<file path="config.mk">
export PLATFORM = sky130hd
export DESIGN_NAME = wheel_angle_unwrap_top
export DESIGN_NICKNAME = d
export VERILOG_FILES = /design/src/rtl/wau_pkg.sv /design/src/rtl/wau_cfg.sv /design/src/rtl/wau_track.sv /design/src/rtl/wau_fold.sv /design/src/rtl/wheel_angle_unwrap_top.sv
export SDC_FILE = /design/constraint.sdc
export NUM_CORES = 1
export LEC_CHECK = 0
export BUFFER_PORTS_ARGS = -buffer_cell sky130_fd_sc_hd__buf_2
export CAP_MARGIN = 20
export CELL_PAD_IN_SITES_DETAIL_PLACEMENT = 1
export CELL_PAD_IN_SITES_GLOBAL_PLACEMENT = 1
export CORE_MARGIN = 2
export CORE_UTILIZATION = 49
export CTS_CLUSTER_DIAMETER = 200
export DETAILED_ROUTE_END_ITERATION = 7
export PLACE_DENSITY_LB_ADDON = 0.1
export RECOVER_POWER = 50
export SLEW_MARGIN = 0
export SYNTH_ARGS = -nofsm -noshare
export SYNTH_HDL_FRONTEND = slang
export SYNTH_SLANG_ARGS = --single-unit
</file>
<file path="constraint.sdc">
create_clock -name clk -period 10 [get_ports clk]
set_input_delay 2 -clock clk [delete_from_list [all_inputs] [get_ports clk]]
set_output_delay 2 -clock clk [all_outputs]
set_load 0.05 [all_outputs]
</file>
<file path="src/rtl/wau_pkg.sv">
// ----------------------------------------------------------------------------
// wau_pkg
// Shared types, constants and mod-360 helpers for the wheel angle unwrap block.
// ----------------------------------------------------------------------------
package wau_pkg;

    localparam int NUM_WHEELS = 4;

    localparam int IDX_W    = 2;
    localparam int RAW_W    = 16;
    localparam int OFS_W    = 10;
    localparam int CFG_W    = 15;
    localparam int STEP_W   = 10;
    localparam int DEG_W    = 9;
    localparam int FOLD_W   = 17;
    localparam int ADDR_W   = 3;
    localparam int DATA_W   = 32;

    localparam int DEG_MOD  = 360;
    localparam int DEG_HALF = 180;
    localparam int OFS_MAX  = 359;

    // 360 * 93, lifts raw + offset into a non-negative 17-bit value
    localparam int FOLD_BIAS = 33480;

    localparam logic [CFG_W-1:0]  WRAP_THRESHOLD_RESET = 15'd13000;
    localparam logic [CFG_W-1:0]  RAW_LIMIT_RESET      = 15'd13602;
    localparam logic [STEP_W-1:0] STEP_RESET           = 10'd564;

    typedef enum logic [0:0] {
        REG_WRAP_THRESHOLD = 1'b0,
        REG_RAW_LIMIT      = 1'b1
    } reg_idx_t;

    typedef struct packed {
        logic [CFG_W-1:0]  wrap_threshold;
        logic [STEP_W-1:0] step;
    } cfg_t;

    typedef struct packed {
        logic              valid;
        logic [FOLD_W-1:0] value;
    } fold_req_t;

    // (i * 512) mod 360 for the upper 8 bits of a folded value
    typedef logic [255:0][8:0] mod_tab_t;

    function automatic mod_tab_t build_mod_tab();
        mod_tab_t t;
        for (int i = 0; i < 256; i++)
        begin
            t[i] = 9'((i * 512) % DEG_MOD);
        end
        return t;
    endfunction

    localparam mod_tab_t MOD_TAB = build_mod_tab();

    // reduce a value below 3*360 to 0..359
    function automatic logic [8:0] mod360_small(input logic [9:0] s);
        logic [9:0] r;
        if (s >= 10'd720)
        begin
            r = s - 10'd720;
        end
        else if (s >= 10'd360)
        begin
            r = s - 10'd360;
        end
        else
        begin
            r = s;
        end
        return r[8:0];
    endfunction

endpackage

</file>
<file path="src/rtl/wau_cfg.sv">
// ----------------------------------------------------------------------------
// wau_cfg
// APB register file: wrap threshold and raw limit, plus the derived offset step.
// ----------------------------------------------------------------------------
module wau_cfg (
    input  logic                      clk,
    input  logic                      rst_n,
    input  logic                      psel,
    input  logic                      penable,
    input  logic                      pwrite,
    input  logic [wau_pkg::ADDR_W-1:0] paddr,
    input  logic [wau_pkg::DATA_W-1:0] pwdata,
    output logic [wau_pkg::DATA_W-1:0] prdata,
    output logic                      pready,
    output wau_pkg::cfg_t             cfg
);
    import wau_pkg::*;

    logic [CFG_W-1:0]  thr_reg;
    logic [CFG_W-1:0]  lim_reg;
    logic [STEP_W-1:0] step_reg;
    logic [STEP_W-1:0] step_next;
    logic [9:0]        lim_sum;
    logic [8:0]        lim_mod;
    logic              wr_en;
    reg_idx_t          reg_idx;

    assign pready  = 1'b1;
    assign wr_en   = psel && penable && pwrite;
    assign reg_idx = reg_idx_t'(paddr[2]);

    // limit mod 360 from a 512-chunk table, step is twice that
    assign lim_sum   = {1'b0, MOD_TAB[{2'b00, pwdata[14:9]}]} + {1'b0, pwdata[8:0]};
    assign lim_mod   = mod360_small(lim_sum);
    assign step_next = {lim_mod, 1'b0};

    always_ff @(posedge clk or negedge rst_n)
    begin
        if (!rst_n)
        begin
            thr_reg  <= WRAP_THRESHOLD_RESET;
            lim_reg  <= RAW_LIMIT_RESET;
            step_reg <= STEP_RESET;
        end
        else if (wr_en)
        begin
            unique case (reg_idx)
                REG_WRAP_THRESHOLD:
                begin
                    thr_reg <= pwdata[CFG_W-1:0];
                end
                REG_RAW_LIMIT:
                begin
                    lim_reg  <= pwdata[CFG_W-1:0];
                    step_reg <= step_next;
                end
            endcase
        end
    end

    always_comb
    begin
        unique case (reg_idx)
            REG_WRAP_THRESHOLD: prdata = {{(DATA_W-CFG_W){1'b0}}, thr_reg};
            REG_RAW_LIMIT:      prdata = {{(DATA_W-CFG_W){1'b0}}, lim_reg};
        endcase
    end

    assign cfg.wrap_threshold = thr_reg;
    assign cfg.step           = step_reg;

endmodule

</file>
<file path="src/rtl/wau_track.sv">
// ----------------------------------------------------------------------------
// wau_track
// Per-wheel state memory with read-modify-write, write forwarding and
// wrap detection; hands the biased angle sum to the fold stage.
// ----------------------------------------------------------------------------
module wau_track (
    input  logic                       clk,
    input  logic                       rst_n,
    input  wau_pkg::cfg_t              cfg,
    input  logic                       sample_valid,
    output logic                       sample_stall,
    input  logic [wau_pkg::IDX_W-1:0]  wheel_index,
    input  logic [wau_pkg::RAW_W-1:0]  raw_angle,
    output wau_pkg::fold_req_t         fold_req,
    input  logic                       fold_stall
);
    import wau_pkg::*;

    localparam int ENTRY_W = RAW_W + OFS_W;

    logic [ENTRY_W-1:0]    mem [NUM_WHEELS];
    logic [ENTRY_W-1:0]    rdata_reg;
    logic [NUM_WHEELS-1:0] vld_reg;

    logic                  v1_reg;
    logic [IDX_W-1:0]      idx1_reg;
    logic [RAW_W-1:0]      raw1_reg;

    logic                  wb_v_reg;
    logic [IDX_W-1:0]      wb_idx_reg;
    logic [ENTRY_W-1:0]    wb_data_reg;

    logic                  v2_reg;
    logic [FOLD_W-1:0]     val2_reg;

    logic                  en1;
    logic                  en2;
    logic                  accept;
    logic                  in_range;
    logic                  wr_en;
    logic [ENTRY_W-1:0]    entry;
    logic [RAW_W-1:0]      prev;
    logic [OFS_W-1:0]      ofs_old;
    logic [OFS_W-1:0]      ofs_upd;
    logic [OFS_W-1:0]      ofs_new;
    logic signed [16:0]    raw_s;
    logic signed [16:0]    prev_s;
    logic signed [16:0]    thr_s;
    logic signed [16:0]    thr_neg;
    logic signed [11:0]    ofs_plus;
    logic signed [11:0]    ofs_minus;
    logic                  wrap_fwd;
    logic                  wrap_bwd;
    logic [17:0]           sum;

    assign en2          = !v2_reg || !fold_stall;
    assign en1          = !v1_reg || en2;
    assign sample_stall = !en1;
    assign accept       = sample_valid && en1;

    assign in_range = (32'(idx1_reg) < NUM_WHEELS);
    assign wr_en    = v1_reg && en2 && in_range;

    // latest write wins over the memory read, unwritten entries read as zero
    always_comb
    begin
        priority if (wb_v_reg && (wb_idx_reg == idx1_reg))
        begin
            entry = wb_data_reg;
        end
        else if (vld_reg[idx1_reg])
        begin
            entry = rdata_reg;
        end
        else
        begin
            entry = '0;
        end
    end

    assign prev    = entry[ENTRY_W-1:OFS_W];
    assign ofs_old = entry[OFS_W-1:0];

    assign raw_s   = {raw1_reg[RAW_W-1], raw1_reg};
    assign prev_s  = {prev[RAW_W-1], prev};
    assign thr_s   = {2'b00, cfg.wrap_threshold};
    assign thr_neg = -thr_s;

    assign wrap_fwd = (raw_s < thr_neg) && (prev_s > thr_s);
    assign wrap_bwd = (prev_s < thr_neg) && (raw_s > thr_s);

    assign ofs_plus  = {{2{ofs_old[OFS_W-1]}}, ofs_old} + {2'b00, cfg.step};
    assign ofs_minus = {{2{ofs_old[OFS_W-1]}}, ofs_old} - {2'b00, cfg.step};

    // truncating remainder by 360 on a sum that stays within three turns
    always_comb
    begin
        priority if (wrap_fwd)
        begin
            priority if (ofs_plus >= 12'sd720)
            begin
                ofs_upd = OFS_W'(ofs_plus - 12'sd720);
            end
            else if (ofs_plus >= 12'sd360)
            begin
                ofs_upd = OFS_W'(ofs_plus - 12'sd360);
            end
            else
            begin
                ofs_upd = OFS_W'(ofs_plus);
            end
        end
        else if (wrap_bwd)
        begin
            priority if (ofs_minus <= -12'sd720)
            begin
                ofs_upd = OFS_W'(ofs_minus + 12'sd720);
            end
            else if (ofs_minus <= -12'sd360)
            begin
                ofs_upd = OFS_W'(ofs_minus + 12'sd360);
            end
            else
            begin
                ofs_upd = OFS_W'(ofs_minus);
            end
        end
        else
        begin
            ofs_upd = ofs_old;
        end
    end

    assign ofs_new = in_range ? ofs_upd : '0;

    assign sum = {{2{raw1_reg[RAW_W-1]}}, raw1_reg}
               + {{8{ofs_new[OFS_W-1]}}, ofs_new}
               + 18'(FOLD_BIAS);

    // state memory: read at accept, write back as the item leaves stage one
    always_ff @(posedge clk)
    begin
        if (accept)
        begin
            rdata_reg <= mem[wheel_index];
        end
        if (wr_en)
        begin
            mem[idx1_reg] <= {raw1_reg, ofs_new};
        end
    end

    always_ff @(posedge clk or negedge rst_n)
    begin
        if (!rst_n)
        begin
            v1_reg   <= 1'b0;
            v2_reg   <= 1'b0;
            wb_v_reg <= 1'b0;
            vld_reg  <= '0;
        end
        else
        begin
            if (en1)
            begin
                v1_reg <= sample_valid;
            end
            if (en2)
            begin
                v2_reg <= v1_reg;
            end
            if (wr_en)
            begin
                wb_v_reg          <= 1'b1;
                vld_reg[idx1_reg] <= 1'b1;
            end
        end
    end

    always_ff @(posedge clk)
    begin
        if (accept)
        begin
            idx1_reg <= wheel_index;
            raw1_reg <= raw_angle;
        end
        if (wr_en)
        begin
            wb_idx_reg  <= idx1_reg;
            wb_data_reg <= {raw1_reg, ofs_new};
        end
        if (en2 && v1_reg)
        begin
            val2_reg <= sum[FOLD_W-1:0];
        end
    end

    assign fold_req.valid = v2_reg;
    assign fold_req.value = val2_reg;

    a_write_sets_valid: assert property (@(posedge clk) disable iff (!rst_n)
        wr_en |=> vld_reg[$past(idx1_reg)])
        else $error("written entry not marked valid");

    a_offset_range: assert property (@(posedge clk) disable iff (!rst_n)
        v1_reg |-> (($signed(ofs_new) <= OFS_MAX) && ($signed(ofs_new) >= -OFS_MAX)))
        else $error("degree offset out of range");

    a_stage1_hold: assert property (@(posedge clk) disable iff (!rst_n)
        (v1_reg && !en2) |=> (v1_reg && $stable(idx1_reg) && $stable(raw1_reg)))
        else $error("stalled stage one item changed");

endmodule

</file>
<file path="src/rtl/wau_fold.sv">
// ----------------------------------------------------------------------------
// wau_fold
// Reduces the biased angle sum mod 360, centers it on zero and holds the
// result request in the output register.
// ----------------------------------------------------------------------------
module wau_fold (
    input  logic                       clk,
    input  logic                       rst_n,
    input  wau_pkg::fold_req_t         fold_req,
    output logic                       fold_stall,
    output logic                       result_valid,
    input  logic                       result_stall,
    output logic [wau_pkg::DEG_W-1:0]  wheel_angle_deg
);
    import wau_pkg::*;

    logic             out_v_reg;
    logic [DEG_W-1:0] deg_reg;
    logic [DEG_W-1:0] deg_next;
    logic             en_out;
    logic [9:0]       chunk_sum;
    logic [8:0]       rem;
    logic [9:0]       centered;

    assign en_out     = !out_v_reg || !result_stall;
    assign fold_stall = !en_out;

    // value = hi * 512 + lo, hi taken mod 360 from the table
    assign chunk_sum = {1'b0, MOD_TAB[fold_req.value[FOLD_W-1:9]]}
                     + {1'b0, fold_req.value[8:0]};
    assign rem       = mod360_small(chunk_sum);
    assign centered  = {1'b0, rem} - 10'(DEG_HALF);
    assign deg_next  = centered[DEG_W-1:0];

    always_ff @(posedge clk or negedge rst_n)
    begin
        if (!rst_n)
        begin
            out_v_reg <= 1'b0;
        end
        else if (en_out)
        begin
            out_v_reg <= fold_req.valid;
        end
    end

    always_ff @(posedge clk)
    begin
        if (en_out && fold_req.valid)
        begin
            deg_reg <= deg_next;
        end
    end

    assign result_valid    = out_v_reg;
    assign wheel_angle_deg = deg_reg;

    a_deg_range: assert property (@(posedge clk) disable iff (!rst_n)
        out_v_reg |-> (($signed(deg_reg) >= -DEG_HALF) && ($signed(deg_reg) < DEG_HALF)))
        else $error("angle out of range");

    a_request_lands: assert property (@(posedge clk) disable iff (!rst_n)
        (en_out && fold_req.valid) |=> out_v_reg)
        else $error("fold request lost");

endmodule

</file>
<file path="src/rtl/wheel_angle_unwrap_top.sv">
// Pipeline: stage one, stage two, output register; a result stall can hold each stage.
// Throughput: one sample per cycle when not stalled; per-wheel state is read at accept
// and is written back as it leaves stage one; write forwarding covers the overlap.
// Reset: wrap_threshold = 13000, raw_limit = 13602; per-wheel valid bits clear so every
// wheel starts at raw count 0 and offset 0; no memory clearing pass.
// ----------------------------------------------------------------------------
// wheel_angle_unwrap_top
// Multi-turn wheel angle unwrap for up to four wheels, APB configured.
// ----------------------------------------------------------------------------
module wheel_angle_unwrap_top (
    input  logic                       clk,
    input  logic                       rst_n,
    input  logic                       psel,
    input  logic                       penable,
    input  logic                       pwrite,
    input  logic [wau_pkg::ADDR_W-1:0] paddr,
    input  logic [wau_pkg::DATA_W-1:0] pwdata,
    output logic [wau_pkg::DATA_W-1:0] prdata,
    output logic                       pready,
    input  logic                       sample_valid,
    output logic                       sample_stall,
    input  logic [wau_pkg::IDX_W-1:0]  wheel_index,
    input  logic [wau_pkg::RAW_W-1:0]  raw_angle,
    output logic                       result_valid,
    input  logic                       result_stall,
    output logic [wau_pkg::DEG_W-1:0]  wheel_angle_deg
);
    import wau_pkg::*;

    cfg_t      cfg;
    fold_req_t fold_req;
    logic      fold_stall;

    wau_cfg u_cfg (
        .clk     (clk),
        .rst_n   (rst_n),
        .psel    (psel),
        .penable (penable),
        .pwrite  (pwrite),
        .paddr   (paddr),
        .pwdata  (pwdata),
        .prdata  (prdata),
        .pready  (pready),
        .cfg     (cfg)
    );

    wau_track u_track (
        .clk          (clk),
        .rst_n        (rst_n),
        .cfg          (cfg),
        .sample_valid (sample_valid),
        .sample_stall (sample_stall),
        .wheel_index  (wheel_index),
        .raw_angle    (raw_angle),
        .fold_req     (fold_req),
        .fold_stall   (fold_stall)
    );

    wau_fold u_fold (
        .clk             (clk),
        .rst_n           (rst_n),
        .fold_req        (fold_req),
        .fold_stall      (fold_stall),
        .result_valid    (result_valid),
        .result_stall    (result_stall),
        .wheel_angle_deg (wheel_angle_deg)
    );

endmodule

</file>
# After elaboration in Yosys (flattened, before gate mapping)
# Memories as Yosys holds them, arrays and structs flattened. A register that Yosys moved wholly into a read port is not among the register bits.
# Cells that the tools add are included.
# classes
n_addsub	16
n_mul	0
div_mod_pow	0
magnitude_cmp	16
n_eq_ne	1
shifts	0
n_mux	22
bitwise_logic	2
n_reduce_logical	19
# op_table
op	count
$pmux 32 s2	1
$mux 10	6
$mux 9	6
$mux 26	2
$lt 16x17->1	2
$gt 16x16->1	2
$sub 9x8->9 const B	3
$add 10x10->10 const B	2
$add 9x9->10	2
$ge 10x10->1 const B	2
$ge 10x9->1 const B	2
$sub 10x10->10 const B	2
$sub 9x9->9 const B	2
$add 16x10->17	1
$add 17x16->17 const B	1
$neg 15->17	1
$add 10x11->12	1
$ge 12x10->1 const B	1
$ge 12x11->1 const B	1
$le 12x10->1 const B	1
$le 12x11->1 const B	1
$sub 10x11->12	1
$logic_and 1x1->1	9
$lt 6x9->1 const B	1
13 further kinds	23
# word_totals
regBits	119
latch_bits	0
ram_bits	104
romBits	2880
in_bits	60
output_inout_bits	44
word_cells	93
mem_count	3
# mem_list
name	depth	width	rd	rd_clocked_by_memory_dff	wr	line	source
(no name shown)	256	9	1	1	0	wau_fold.sv:29	assign chunk_sum = {1'b0, MOD_TAB[fold_req.value[FOLD_W-1:9]]}
(no name shown)	64	9	1	0	0	wau_cfg.sv:33	assign lim_sum = {1'b0, MOD_TAB[{2'b00, pwdata[14:9]}]} + {1'b0, pwdata[8:0]};
u_track.mem	4	26	1	1	1	wau_track.sv:21	logic [ENTRY_W-1:0] mem [NUM_WHEELS];

# Longest topological paths before layout
# logic_depth
depth_word	13
depth_mapped	43
ltp_nobuf	38

# By module
# From an unflattened synthesis, not the netlist that was laid out.
# unflattened
hier_cells	1809
area_unflattened_um2	18423.9
# modules_own_cells
module	n_inst	cells_per_inst	area_per_inst_um2	seq_area_each_um2
wau_track	1	937	11907.7	5970.7
wau_fold	1	503	3329.4	295.3
wau_cfg	1	369	3186.8	919.6

# Worst setup path before layout
# Ideal clock, no wire load.
# synth_path
kind	reg-to-reg
from	register u_track.idx1_reg[0]
to	register (tool-made name)
setup_time_ns	0.122
arrival_ns	7.992
required_time_ns	9.878
path_slack_ns	1.887
stages_incl_launch_ff	32
n_path_buf	5
synth_period_minus_slack_ns	8.113
path_cell_list	edfxtp_1 -> mux4_2 -> o31a_1 -> buf_6 -> clkbuf_1 -> a22o_1 -> ha_1 -> clkbuf_1 -> a21o_1 -> a21oi_1 -> nand2_1 -> xor2_1 -> or4b_2 -> nor2_1 -> a2bb2oi_2 -> o221a_2 -> or3_1 -> a21oi_1 -> o22ai_1 -> ha_1 -> ha_1 -> and3_1 -> and3_1 -> o21a_1 -> o31a_1 -> o31ai_2 -> buf_2 -> clkbuf_1 -> a21oi_1 -> nor3_1 -> a21oi_1 -> a221o_1
# synth_lines
item	line	source
start: declaration	wau_track.sv:26	logic [IDX_W-1:0] idx1_reg;
start signal: assignment	wau_track.sv:184	idx1_reg <= wheel_index;

==> results.toml <==
[setup_path]
cp_slowest_cell = "o31ai_4"
max_stage_delay_ns = 0.65
worstSetupStartpointType = "flop"
path_max_fanout = 17
regToRegSetupSlack_ns = 0.60
reg2reg_from = "u_track.idx1_reg[0]"
required_ns = 10.41
crit_start = "u_track.idx1_reg[0]"
end_kind = "flop"
reg2reg_depth = 33
critical_path_class = "flop to flop"
cp.depth = 33
arrival_ns = 9.81
crit_top_cell = "ha_1"
crit_buf_inv = 4
cp_top_family = "compound AO/OA/AOI/OAI gates"

[sta]
fin_setup_tns_ns = 0
hold_violations = 0
tightestPinTransition_ns = 2.76
max-slew-margin-rel_pct = -83.9
rsz0062_at_grt = "false"
fin_crit_sh_pct = 94.0
clock_skew_ns = 0.0209
finalSetupViolations = 0
max_freq_ghz = 0.106
setup_slack_ns = 0.601
post-route-min-period_ns = 9.40
maxSlewViolCount = 146

[placement]
dp_slack_ns = 0.645
gp_congestion = 0.926
post-dp-hpwl_mm = 40.8
io_buffer_count = 66
dpl_cell_area_mm2 = 0.0189

[floorplan]
core_mm2 = 0.0364
num_rows = 70
die_area_mm2 = 0.0383
die_x_um = 196
ios = 104
start_util_pct = 49.5
die_h_um = 196

[routing]
post_drt_wl_per_cell_um = 24.0
via_count = 14900
drt_iter0_drc = 868
vias_per_cell = 6.35
drc_errors = 0
ant_nets = 0
first_pass_iters = 5
wirelength_mm = 56.3

[logic_synthesis]
synth_cell_types = 84
ys_ff_latch = 252
ys_warn_count = 0
postSynthCellCount = 1809
ys.flop_type = "edfxtp_1"
synth_edf_count = 202
synth.top_cell.area_share_pct = 33.7
synth_most_common_cell = "edfxtp_1"
ys_seq_area_share_pct = 40.5
synth_top_family_by_area = "compound AO/OA/AOI/OAI gates"
synth_fa_ha_area_share_pct = 11.7
synth-compound-area-share_pct = 19.8
synth-simple-area-share_pct = 12.5
synth_commonest_cells = "edfxtp_1 (202), ha_1 (161), o21ai_0 (136)"
synthArstFlopShare_pct = 17.5
syn_area_per_cell_um2 = 9.96
synthXorXnorAreaFrac_pct = 3.84
syn_area_mm2 = 0.0180
netlist_top_cells_area = "edfxtp_1 (34%), ha_1 (11%), dfrtp_1 (4.0%), o21ai_0 (3.8%), a21oi_1 (3.5%)"
synth_mux_area_share_pct = 6.46
yosysTopAreaCell = "edfxtp_1"

[clock_tree]
cts_tree = "yes"
h-tree-depth = 1
cts_sinks = 252
insertion_delay_ns = 0.57
cts-root-buf = "clkbuf_16"
clkSlewWorstSetupHoldPaths_ns = 0.06
clock_path_buffers = 3
cts_buffers = 29

[global_route]
grt_usage_pct = 29.3
overflow = 0
grt_max_degree = 60
grt_pass1_vias = 15400
grt_pass1_wl_mm = 88.2
antenna_found_initial = 0

[flow_run]
drv_cap = 4

[finish]
finalInstanceArea_mm2 = 0.0200
drive_above_1_share_pct = 13.3
antenna_cells = 0
area_delta_synth_final_pct = 10.8
largest_reg_flops = 104
layout.nets = 2085

[hold_path]
hold_path_class = "flop to flop"

[run_status]
status = "finished, violations left"
violations = "max-capacitance violations, max-slew violations"
[layout make-up]
class | count | area [µm²]
clock inverter | 13 | 221
clock buffer | 41 | 841
inverter | 99 | 372
tap | 468 | 586
multi-input combinational | 1353 | 9900
timing repair buffer | 124 | 737
fill | 4057 | 16500
sequential | 252 | 7310
[metrics by stage]
step,hold slack (ns),util [%],cells
6_report,0.463,54.8,2350
5_1_grt,0.483,54.8,2350
3_3_place_gp,0.441,52.0,2296
3_5_place_dp,0.443,52.0,2296
4_1_cts,0.457,54.9,2350
2_1_floorplan,0.427,-,1825
[cells by family after synthesis]
kind of cell | count (synthesis)
muxes | 78
adders and majority gates | 166
and+or+nand+nor | 470
AOI/OAI and AO/OA | 542
buffers and inverters | 220
DFF | 252
other | 2
xor gates and xnor gates | 79
[cell usage in the layout, fill, tap and decap left out, types with 21 or more instances in the layout]
cell       instances
nor2_1           116
xor2_1            24
o21ai_0          134
nor3_1            45
a22o_1            24
buf_2             53
dfrtp_1           29
mux2i_1           24
o211ai_1          29
clkbuf_1          29
clkbuf_16         31
edfxtp_1         202
nand3_1           45
a21oi_1          127
xnor2_1           55
a21o_1            29
mux4_2            28
mux2_2            26
a31oi_1           21
ha_1             160
inv_1             98
nand2_1          132
buf_4             46
[worst min path at each step]
stage	from	to	cells after the start
floorplan	u_track.val2_reg[1]	u_fold.wheel_angle_deg[1]	0
global placement	u_track.val2_reg[1]	u_fold.wheel_angle_deg[1]	0
detailed placement	u_track.val2_reg[1]	u_fold.wheel_angle_deg[1]	0
CTS	u_track.val2_reg[1]	u_fold.wheel_angle_deg[1]	0
global route	u_track.val2_reg[1]	u_fold.wheel_angle_deg[1]	0
finish	u_track.val2_reg[1]	u_fold.wheel_angle_deg[1]	0
[repair_timing]
item | in CTS | in global routing
hold buffers | 0 | 0
setup buffers | 0 | 0
resized for setup | 0 | 3
endpoints found under the setup margin | 0 | 3
hold endpoints to repair | 0 | 0
[layer usage]
metal | share of wire, % | global-route usage, %
met2 | 49 | 50.9
met1 | 43 | 38.6
met5 | 0 | 0
met3 | 5.2 | 3.46
met4 | 3.0 | 8.73
Power is left out: the tool's default activity adds up to more than one toggle a clock period on the data nets, which glitch-free logic cannot reach.
